[src/design/external_interrupt_sense_unit_top_macros.svh]
// assertion macros for the external interrupt sense unit
// used by modules that check their own control logic; expects clk and rst in scope
`ifndef EXTERNAL_INTERRUPT_SENSE_UNIT_TOP_MACROS_SVH
`define EXTERNAL_INTERRUPT_SENSE_UNIT_TOP_MACROS_SVH

// same-cycle implication
`define EISU_ASSERT_NOW(label, ante, cons, msg) \
  label: assert property (@(posedge clk) disable iff (rst) (ante) |-> (cons)) else $error(msg);

// next-cycle implication
`define EISU_ASSERT_NEXT(label, ante, cons, msg) \
  label: assert property (@(posedge clk) disable iff (rst) (ante) |=> (cons)) else $error(msg);

`endif

[src/design/eisu_pkg.sv]
// shared types and codes for the external interrupt sense unit
// no dependencies
`default_nettype none

package eisu_pkg;

  localparam logic [2:0] REQ_READ    = 3'd0;
  localparam logic [2:0] REQ_WRITE   = 3'd1;
  localparam logic [2:0] REQ_PIN     = 3'd2;
  localparam logic [2:0] REQ_TICK    = 3'd3;
  localparam logic [2:0] REQ_CONSUME = 3'd4;

  localparam logic [1:0] SEL_SENSE_LOW  = 2'd0;
  localparam logic [1:0] SEL_SENSE_HIGH = 2'd1;
  localparam logic [1:0] SEL_MASK       = 2'd2;
  localparam logic [1:0] SEL_FLAGS      = 2'd3;

  localparam logic [1:0] MODE_LOW  = 2'h0;
  localparam logic [1:0] MODE_ANY  = 2'h1;
  localparam logic [1:0] MODE_FALL = 2'h2;
  localparam logic [1:0] MODE_RISE = 2'h3;

  typedef enum logic {
    ST_EMPTY,
    ST_FULL
  } state_t;

  typedef struct packed {
    logic load;
  } cmd_t;

endpackage

`default_nettype wire

[src/design/eisu_datapath.sv]
// register file, sense logic and result register of the interrupt sense unit
// depends on eisu_pkg; driven by eisu_ctrl through eisu_pkg::cmd_t
`default_nettype none

module eisu_datapath #(
  parameter int LINES = 8
) (
  input  wire              clk,
  input  wire              rst,
  input  eisu_pkg::cmd_t   cmd,
  input  wire  [2:0]       req_type,
  input  wire  [1:0]       reg_sel,
  input  wire  [7:0]       wdata,
  input  wire  [2:0]       line_index,
  input  wire              pin_level,
  output logic [7:0]       rdata,
  output logic             irq_pending,
  output logic [2:0]       irq_line,
  output logic             consumed,
  output logic [2:0]       taken_line,
  output logic             adc_trigger
);

  logic [7:0] sense_ctrl_low, sense_ctrl_low_next;
  logic [7:0] sense_ctrl_high, sense_ctrl_high_next;
  logic [7:0] line_mask, line_mask_next;
  logic [7:0] line_flags, line_flags_next;
  logic [7:0] line_levels, line_levels_next;

  logic [7:0]  line_en;
  logic [15:0] modes;
  logic [7:0]  raise;
  logic [7:0]  take;
  logic [7:0]  rdata_next;
  logic        found_c, found_p;
  logic [2:0]  idx_c, idx_p;
  logic        pin_ok, prev;

  // lowest set bit
  function automatic logic [3:0] lowest(input logic [7:0] v);
    logic [3:0] r;
    r = 4'd0;
    for (int i = 7; i >= 0; i--) begin
      if (v[i]) r = {1'b1, 3'(i)};
    end
    return r;
  endfunction

  always_comb begin
    for (int i = 0; i < 8; i++) line_en[i] = (i < LINES);
  end

  assign modes  = {sense_ctrl_high, sense_ctrl_low};
  assign pin_ok = ({1'b0, line_index} < 4'(LINES));
  assign prev   = line_levels[line_index];

  always_comb begin
    sense_ctrl_low_next  = sense_ctrl_low;
    sense_ctrl_high_next = sense_ctrl_high;
    line_mask_next       = line_mask;
    line_levels_next     = line_levels;
    raise                = 8'd0;
    take                 = 8'd0;
    rdata_next           = 8'd0;
    {found_c, idx_c}     = lowest(line_flags & line_mask & line_en);
    case (req_type)
      eisu_pkg::REQ_READ: begin
        case (reg_sel)
          eisu_pkg::SEL_SENSE_LOW:  rdata_next = sense_ctrl_low;
          eisu_pkg::SEL_SENSE_HIGH: rdata_next = sense_ctrl_high;
          eisu_pkg::SEL_MASK:       rdata_next = line_mask;
          default:                  rdata_next = line_flags;
        endcase
      end
      eisu_pkg::REQ_WRITE: begin
        case (reg_sel)
          eisu_pkg::SEL_SENSE_LOW:  sense_ctrl_low_next  = wdata;
          eisu_pkg::SEL_SENSE_HIGH: sense_ctrl_high_next = wdata;
          eisu_pkg::SEL_MASK:       line_mask_next       = wdata;
          default:                  take                 = wdata;
        endcase
      end
      eisu_pkg::REQ_PIN: begin
        if (pin_ok) begin
          line_levels_next[line_index] = pin_level;
          case (modes[{line_index, 1'b0} +: 2])
            eisu_pkg::MODE_LOW:  raise[line_index] = !pin_level;
            eisu_pkg::MODE_ANY:  raise[line_index] = (prev != pin_level);
            eisu_pkg::MODE_FALL: raise[line_index] = prev && !pin_level;
            default:             raise[line_index] = !prev && pin_level;
          endcase
        end
      end
      eisu_pkg::REQ_TICK: begin
        for (int i = 0; i < 8; i++) begin
          raise[i] = line_en[i] && (modes[2*i +: 2] == eisu_pkg::MODE_LOW) && !line_levels[i];
        end
      end
      eisu_pkg::REQ_CONSUME: begin
        if (found_c) take[idx_c] = 1'b1;
      end
      default: ;
    endcase
    line_flags_next = (line_flags & ~take) | raise;
    {found_p, idx_p} = lowest(line_flags_next & line_mask_next & line_en);
  end

  always_ff @(posedge clk) begin
    if (rst) begin
      sense_ctrl_low  <= 8'h00;
      sense_ctrl_high <= 8'h00;
      line_mask       <= 8'h00;
      line_flags      <= 8'h00;
      line_levels     <= 8'hff;
    end else if (cmd.load) begin
      sense_ctrl_low  <= sense_ctrl_low_next;
      sense_ctrl_high <= sense_ctrl_high_next;
      line_mask       <= line_mask_next;
      line_flags      <= line_flags_next;
      line_levels     <= line_levels_next;
    end
  end

  // result register
  always_ff @(posedge clk) begin
    if (cmd.load) begin
      rdata       <= rdata_next;
      irq_pending <= found_p;
      irq_line    <= idx_p;
      consumed    <= (req_type == eisu_pkg::REQ_CONSUME) && found_c;
      taken_line  <= ((req_type == eisu_pkg::REQ_CONSUME) && found_c) ? idx_c : 3'd0;
      adc_trigger <= raise[0];
    end
  end

endmodule

`default_nettype wire

[src/design/eisu_ctrl.sv]
// handshake controller of the interrupt sense unit
// depends on eisu_pkg and the assertion macro header
`default_nettype none
`include "external_interrupt_sense_unit_top_macros.svh"

module eisu_ctrl (
  input  wire             clk,
  input  wire             rst,
  input  wire             in_valid,
  output logic            in_ready,
  output logic            out_valid,
  input  wire             out_ready,
  output eisu_pkg::cmd_t  cmd
);

  eisu_pkg::state_t state, state_next;

  always_comb begin
    state_next = state;
    case (state)
      eisu_pkg::ST_EMPTY: if (in_valid) state_next = eisu_pkg::ST_FULL;
      eisu_pkg::ST_FULL:  if (out_ready && !in_valid) state_next = eisu_pkg::ST_EMPTY;
      default:            state_next = eisu_pkg::ST_EMPTY;
    endcase
  end

  always_comb begin
    case (state)
      eisu_pkg::ST_EMPTY: begin
        in_ready  = 1'b1;
        out_valid = 1'b0;
      end
      eisu_pkg::ST_FULL: begin
        in_ready  = out_ready;
        out_valid = 1'b1;
      end
      default: begin
        in_ready  = 1'b0;
        out_valid = 1'b0;
      end
    endcase
    cmd.load = in_valid && in_ready;
  end

  always_ff @(posedge clk) begin
    if (rst) state <= eisu_pkg::ST_EMPTY;
    else     state <= state_next;
  end

  `EISU_ASSERT_NOW(a_no_overwrite, out_valid && !out_ready, !cmd.load, "result overwritten")
  `EISU_ASSERT_NEXT(a_load_shows, cmd.load, out_valid, "loaded beat not presented")
  `EISU_ASSERT_NEXT(a_drain, out_valid && out_ready && !cmd.load, !out_valid, "beat repeated")

endmodule

`default_nettype wire

[src/design/external_interrupt_sense_unit_top.sv]
// External interrupt sense unit, eight lines with level/edge sense,
// mask and flag registers, lowest-line request and consume.
//
// Input channel: in_valid/in_ready with req_type, reg_sel, wdata,
// line_index, pin_level. Output channel: out_valid/out_ready with rdata,
// irq_pending, irq_line, consumed, taken_line, adc_trigger.
// Every input beat gives exactly one output beat.
// Latency: the result is registered at the accepting edge and valid the
// next cycle. Throughput: one beat per cycle unless the output stalls;
// the whole step is one combinational pass over all lines into the
// state and result registers. A new beat is taken while a result is
// shown only in the cycle that result is taken, so a stalled receiver
// holds the input side too. Reset: sense controls, mask and flags
// clear, every line level reads high, no result pending.
// depends on eisu_pkg, eisu_ctrl, eisu_datapath
`default_nettype none

module external_interrupt_sense_unit_top #(
  parameter int LINES = 8
) (
  input  wire        clk,
  input  wire        rst,
  input  wire        in_valid,
  output logic       in_ready,
  input  wire  [2:0] req_type,
  input  wire  [1:0] reg_sel,
  input  wire  [7:0] wdata,
  input  wire  [2:0] line_index,
  input  wire        pin_level,
  output logic       out_valid,
  input  wire        out_ready,
  output logic [7:0] rdata,
  output logic       irq_pending,
  output logic [2:0] irq_line,
  output logic       consumed,
  output logic [2:0] taken_line,
  output logic       adc_trigger
);

  eisu_pkg::cmd_t cmd;

  eisu_ctrl u_ctrl (
    .clk       (clk),
    .rst       (rst),
    .in_valid  (in_valid),
    .in_ready  (in_ready),
    .out_valid (out_valid),
    .out_ready (out_ready),
    .cmd       (cmd)
  );

  eisu_datapath #(
    .LINES (LINES)
  ) u_datapath (
    .clk         (clk),
    .rst         (rst),
    .cmd         (cmd),
    .req_type    (req_type),
    .reg_sel     (reg_sel),
    .wdata       (wdata),
    .line_index  (line_index),
    .pin_level   (pin_level),
    .rdata       (rdata),
    .irq_pending (irq_pending),
    .irq_line    (irq_line),
    .consumed    (consumed),
    .taken_line  (taken_line),
    .adc_trigger (adc_trigger)
  );

endmodule

`default_nettype wire
[config.mk]
export PLATFORM = sky130hd
export DESIGN_NAME = external_interrupt_sense_unit_top
export DESIGN_NICKNAME = d
export VERILOG_FILES = /design/src/design/eisu_pkg.sv /design/src/design/eisu_datapath.sv /design/src/design/eisu_ctrl.sv /design/src/design/external_interrupt_sense_unit_top.sv
export VERILOG_INCLUDE_DIRS = /design/src /design/src/design
export SDC_FILE = /design/constraint.sdc
export NUM_CORES = 1
export LEC_CHECK = 0
export ABC_AREA = 1
export BUFFER_PORTS_ARGS = -buffer_cell sky130_fd_sc_hd__buf_2
export CAP_MARGIN = 20
export CORE_UTILIZATION = 53
export CTS_CLUSTER_DIAMETER = 100
export DETAILED_ROUTE_END_ITERATION = 8
export GPL_TIMING_DRIVEN = 0
export PLACE_DENSITY_LB_ADDON = 0.12
export SYNTH_ARGS = -nofsm -noshare
export SYNTH_HDL_FRONTEND = slang
export SYNTH_HIERARCHICAL = 1
export SYNTH_SLANG_ARGS = --single-unit
export TNS_END_PERCENT = 50
[constraint.sdc]
create_clock -name clk -period 2.9 [get_ports clk]
set_clock_uncertainty 0.15 [all_clocks]
set_input_delay 0.435 -clock clk [delete_from_list [all_inputs] [get_ports clk]]
set_output_delay 0.435 -clock clk [all_outputs]
set_load 0.05 [all_outputs]
# Yosys cells after proc, flatten, opt, wreduce, memory -nomap -nowiden
# Index checks and enable logic that the tools add are counted.
# totals
register_bits	58
in_bits	21
out_inout_bits	19
# classes
n_lt_le_gt_ge	4
n_eq_ne	9
shift	1
n_mux	35
n_bitwise	10
n_reduce_logical	44
# op_table
op	count
$and 8x8->8	7
$pmux 8 s3	2
$mux 4	9
$mux 8	4
$pmux 8 s2	2
$logic_not 2->1	10
$shiftx 16x5->2	1
$logic_and 1x1->1	15
$logic_not 1->1	11
$mux 3	3
$bwmux 8	1
$lt 3x4->1 const B	2
$not 8->8	1
$or 8x8->8	1
$reduce_or 7->1	1
$demux 1 s3	2
$eq 3x2->1 const B	2
$ge 3x1->1 const B	2
$mux 1	6
$pmux 1 s2	3
$reduce_and 3->1	2
$eq 2x1->1 const B	2
$eq 2x2->1 const B	2
$mux 2	2
other kinds (10)	10

# Longest topological paths before layout
# depth
word_depth	26
depth_mapped	22
depth_no_buf	21

# By module
# The synthesis kept the hierarchy.
# modules_own_cells
mod	instances	cells_per_inst	area_each_um2
eisu_datapath	1	474	3313.2
eisu_ctrl	1	6	47.5

# Least setup slack after synthesis
# Ideal clock, no wire load.
# synth_path
kind	register to register
from	reg u_ctrl.state
to	reg u_datapath.sense_ctrl_high[1]
setup_time_ps	70
arrival_time_ps	2835
required_ps	2680
path_slack_ps	-155
stages_incl_launch_ff	7
n_path_buf	1
synth_period_minus_slack_ps	3055
cell_sequence	dfxtp_1 a21oi_1 inv_1 nor4_2 clkbuf_1 o21ai_0 a21oi_1
# synth_between
elab_chain_cells	4
# synth_rtl
element	line	text
start: declaration	eisu_ctrl.sv:16	eisu_pkg::state_t state, state_next;
start signal: assignment	eisu_ctrl.sv:46	if (rst) state <= eisu_pkg::ST_EMPTY;
start signal: assignment	eisu_ctrl.sv:47	else state <= state_next;
$not 1->1	eisu_ctrl.sv:28	case (state)
$pmux 1 s2 *	eisu_ctrl.sv:28	
$logic_and 1x1->1 *	eisu_ctrl.sv:42	cmd.load = in_valid && in_ready;
net cmd	external_interrupt_sense_unit_top.sv:40	eisu_pkg::cmd_t cmd;
$reduce_and 3->1 (no line) *	--	
end signal: assignment	eisu_datapath.sv:117	sense_ctrl_high <= sense_ctrl_high_next;
end: declaration	eisu_datapath.sv:25	logic [7:0] sense_ctrl_high, sense_ctrl_high_next;
# Mark *: on every way through the listed nets, which the timed path passes. The rest lies on a longest branch.
# A chain may end at the register's enable or synchronous reset.

# Final worst setup path
# layout_path
from	in line_index[0]
to	reg u_datapath.irq_pending, data pin
# layout_between
elab_chain_cells	10
word_cells_on_any_way	25
classes_between	order compare: 2; eq/ne: 3; shift: 1; mux: 7; bitwise: 6; reduce/logical: 6
# layout_rtl
element	line	text
start: declaration	external_interrupt_sense_unit_top.sv:28	input wire [2:0] line_index,
$lt 3x4->1 (implied by the code) (tied with other cells)	--	
$logic_and 1x1->1 / $mux 1 (equally long branches)	--	
$mux 1 (implied by the code) / $logic_not 1->1 (equally long branches)	--	
$demux 1 s3 / $logic_and 1x1->1 (equally long branches)	--	
$and 8x8->8 (no line)	--	
$pmux 8 s3 *	eisu_datapath.sv:86	case (modes[{line_index, 1'b0} +: 2])
$pmux 8 s2 *	eisu_datapath.sv:66	case (req_type)
$or 8x8->8 *	eisu_datapath.sv:104	line_flags_next = (line_flags & ~take) | raise;
$and 8x8->8 *	eisu_datapath.sv:105	{found_p, idx_p} = lowest(line_flags_next & line_mask_next & line_en);
$reduce_or 7->1 (no line) / $mux 4 (equally long branches)	--	
end signal: assignment	eisu_datapath.sv:128	irq_pending <= found_p;
end: declaration	eisu_datapath.sv:17	output logic irq_pending,
# Every way passes the cells marked *; elsewhere a longest branch is shown, timed or not. The select of a mux whose other input is x is not followed.

==> summary.md <==
| Metric | Value |
|---|---|
| Worst slew pin tran | `0.953 ns` |
| DRT Pass-1 Iters | `6` |
| GR Overflow Total | `0` |
| Clock root buffer | `clkbuf_8` |
| Final worst slack | `0.188 ns` |
| TritonCTS clock tree | `done` |
| Fraction of layout cells with a size suffix above 1 | `0.206` |
| I/O Pins | `40` |
| Layout area overhead | `17.7%` |
| Top post-synthesis cells by area | `dfxtp_1, edfxtp_1, nand2_1, o21ai_0, inv_1` |
| CTS buffer count | `9` |
| Setup TNS | `0 ns` |
| Async set or reset register ratio after synthesis | `0` |
| Critical path peak fanout | `10` |
| Row cnt | `28` |
| Detail Placement HPWL | `7.49 mm` |
| Antenna violations before repair | `0` |
| Worst hold path class | `input port to register` |
| CP Capture Type | `register` |
| Buffers on Ports | `36` |
| DR WL/cell | `15.6 um` |
| H-Tree Depth | `3` |
| Die area | `6660 um2` |
| Core Box Area | `6030 um2` |
| Die Span Y | `81.6 um` |
| Slew Viols, Final | `0` |
| Nets | `553` |
| Crit path arrival time | `2.64 ns` |
| Biggest area consumer among synthesized cells | `dfxtp_1` |
| Static leakage | `1.85 nW` |
| Final period utilization | `0.935` |
| Commonest non-fill, non-tap cells in the layout | `nand2_1, inv_1, o21ai_0` |
| Reg clk slew, reported paths | `0.06 ns` |
| Most common cell after layout, fill and taps aside | `nand2_1` |
| Status | `finished clean` |
| Largest net degree at the start of global routing | `18` |
| Post-synthesis cell count | `480` |
| Crit path kind | `input port to register` |
| Post-synth top flop | `dfxtp_1` |
| Syn Nets | `503` |
| Power Dens Cells | `497 nW/um2` |
| CP Data Required Time | `2.83 ns` |
| Inst Count DP | `592` |
| Mean area per synthesized cell | `7.00 um2` |
| Fillers | `565` |
| Final wirelength | `9.50 mm` |
| Drt via density | `5.67` |
| Worst vdd ir | `0.323 mV` |
| Post-synth EDFFs | `17` |
| Global-route wire length before repair | `15.2 mm` |
| Initial core utilization | `0.558` |
| Final Core Density | `0.656` |
| MaxCap Viol Count | `0` |
| Seq/Total Area, Yosys | `0.396` |
| Library cells used by synthesis | `42` |
| Count of non-filler cells in the finished layout | `609` |
| Width of the chip | `81.6 um` |
| Fmax | `369 MHz` |
| Vias in the first global route | `3172` |
| Slew margin rel. | `0.360` |
| Final hold vios | `0` |
| Clock latency on the worst-skew pair | `0.33 ns` |
| DRC viols | `0` |
| Seq cells post-synth | `58` |
| Via count | `3454` |
| Share of the synthesized area in the top cell type | `0.244` |
| Final Setup Violations | `0` |
| Syn. warnings | `6` |
| Startpoint Class | `input port` |
| GR Util All Layers | `0.315` |
| Cell Area, Synth | `3360 um2` |
| Max Root-Sink Buffers | `2` |
| RePlAce Congestion | `0.991` |
| Diode count | `0` |
| Placement Setup Slack | `-0.344 ns` |
| Final min period | `2.71 ns` |
| Clk sinks | `58` |
| ANT nets after route | `0` |
| 1st-iter DRT viols | `367` |
| Final Power | `1.97 mW` |
routing by layer:
layer,vias up,global-route usage,part of all wire,routed length (um)
met5,-,0,0,0
met4,0,0.172,0.046,433
met3,40,0.0700,0.085,810
met2,167,0.501,0.45,4290
met1,1556,0.395,0.42,3970
li1,1691,-,-,-
flip-flops by register name, indices dropped and copies added (netlist names), 3 cells and up:
| signal | flops |
|---|---|
| u_datapath/line_flags | 8 |
| u_datapath/line_mask | 8 |
| u_datapath/irq_line | 3 |
| u_datapath/rdata | 8 |
| u_datapath/line_levels | 8 |
| u_datapath/taken_line | 3 |
| u_datapath/sense_ctrl_high | 8 |
| u_datapath/sense_ctrl_low | 8 |
synthesized netlist by cell type (all sizes together), types with 2 or more instances:
master / instances
clkbuf: 9
nand4: 4
nor4: 3
a21oi: 39
inv: 73
dfxtp: 41
clkinv: 2
nor3: 19
edfxtp: 17
o211ai: 13
buf: 6
nor2: 28
o21ai: 51
o311ai: 3
ha: 2
nand3: 24
nand2: 130
o21a: 7
metrics by stage:
step | instance area, um2 | hold slack, ns
6_report | 3960 | 0.127
5_1_grt | 3960 | 0.124
4_1_cts | 3850 | 0.122
3_5_place_dp | 3650 | 0.353
3_3_place_gp | 3640 | 0.338
2_1_floorplan | 3360 | 0.300
worst max-delay path, stage by stage:
cell	delay, ns
buf_2	0.12
buf_4	0.18
nor3_4	0.28
o2bb2ai_2	0.13
a221oi_1	0.06
nand4_1	0.15
inv_1	0.06
ha_1	0.27
inv_1	0.03
nand2_1	0.07
nand3_2	0.14
and2_4	0.19
nand3_2	0.06
nand2_2	0.06
nand2_2	0.09
nand2_1	0.06
nor2_2	0.14
nand4_1	0.10
worst paths after layout:
check / endpoint / start / cells after the start / slack [ns]
setup / recovery: u_datapath/irq_pending$_SDFFCE_PP1P_ / line_index[0] / 18 / 0.19
hold / removal: u_ctrl/state$_SDFF_PP0_ / rst / 2 / 0.13
setup reg to reg: u_datapath/irq_line[2]$_SDFFCE_PP0P_ / u_datapath/line_levels[6]$_SDFFE_PP1P_ / 15 / 0.37
hold reg to reg: u_datapath/line_levels[3]$_SDFFE_PP1P_ / u_datapath/line_levels[3]$_SDFFE_PP1P_ / 2 / 0.36
layout make-up:
cell class              instances  area, um2  area share
repair buffers                 39        216      0.0547
multi-input cells             332       1760       0.444
inverters                      75        288      0.0728
well taps                      75       93.8      0.0237
clock buffers                  12        176      0.0446
plain buffers                  15       73.8      0.0187
clock inverters                 3       20.0     0.00506
flip-flops and latches         58       1330       0.337
power by group:
part / internal [mW] / switching, mW / total (mW)
logic: 0.0978 / 0.235 / 0.333
registers: 0.872 / 0.0295 / 0.901
clock network: 0.405 / 0.328 / 0.733
what timing repair did:
action | 4_1_cts | 5_1_grt
gates resized for setup | 1 | 21
hold buffers | 0 | 0
pin swaps | 0 | 5
setup buffers | 0 | 2
endpoints found under the setup margin | 2 | 4
logic make-up (layout without fill, tap and decap cells):
logic type / count (synthesis) / after routing / synth area share
adder cells (fa/ha/maj): 2 / 2 / 0.00744
flip-flops: 58 / 58 / 0.396
buffers and inverters: 90 / 144 / 0.105
AND/OR/NAND/NOR: 210 / 210 / 0.281
AO/OA/AOI/OAI: 120 / 120 / 0.210
Power figures use the tool's default switching activity.
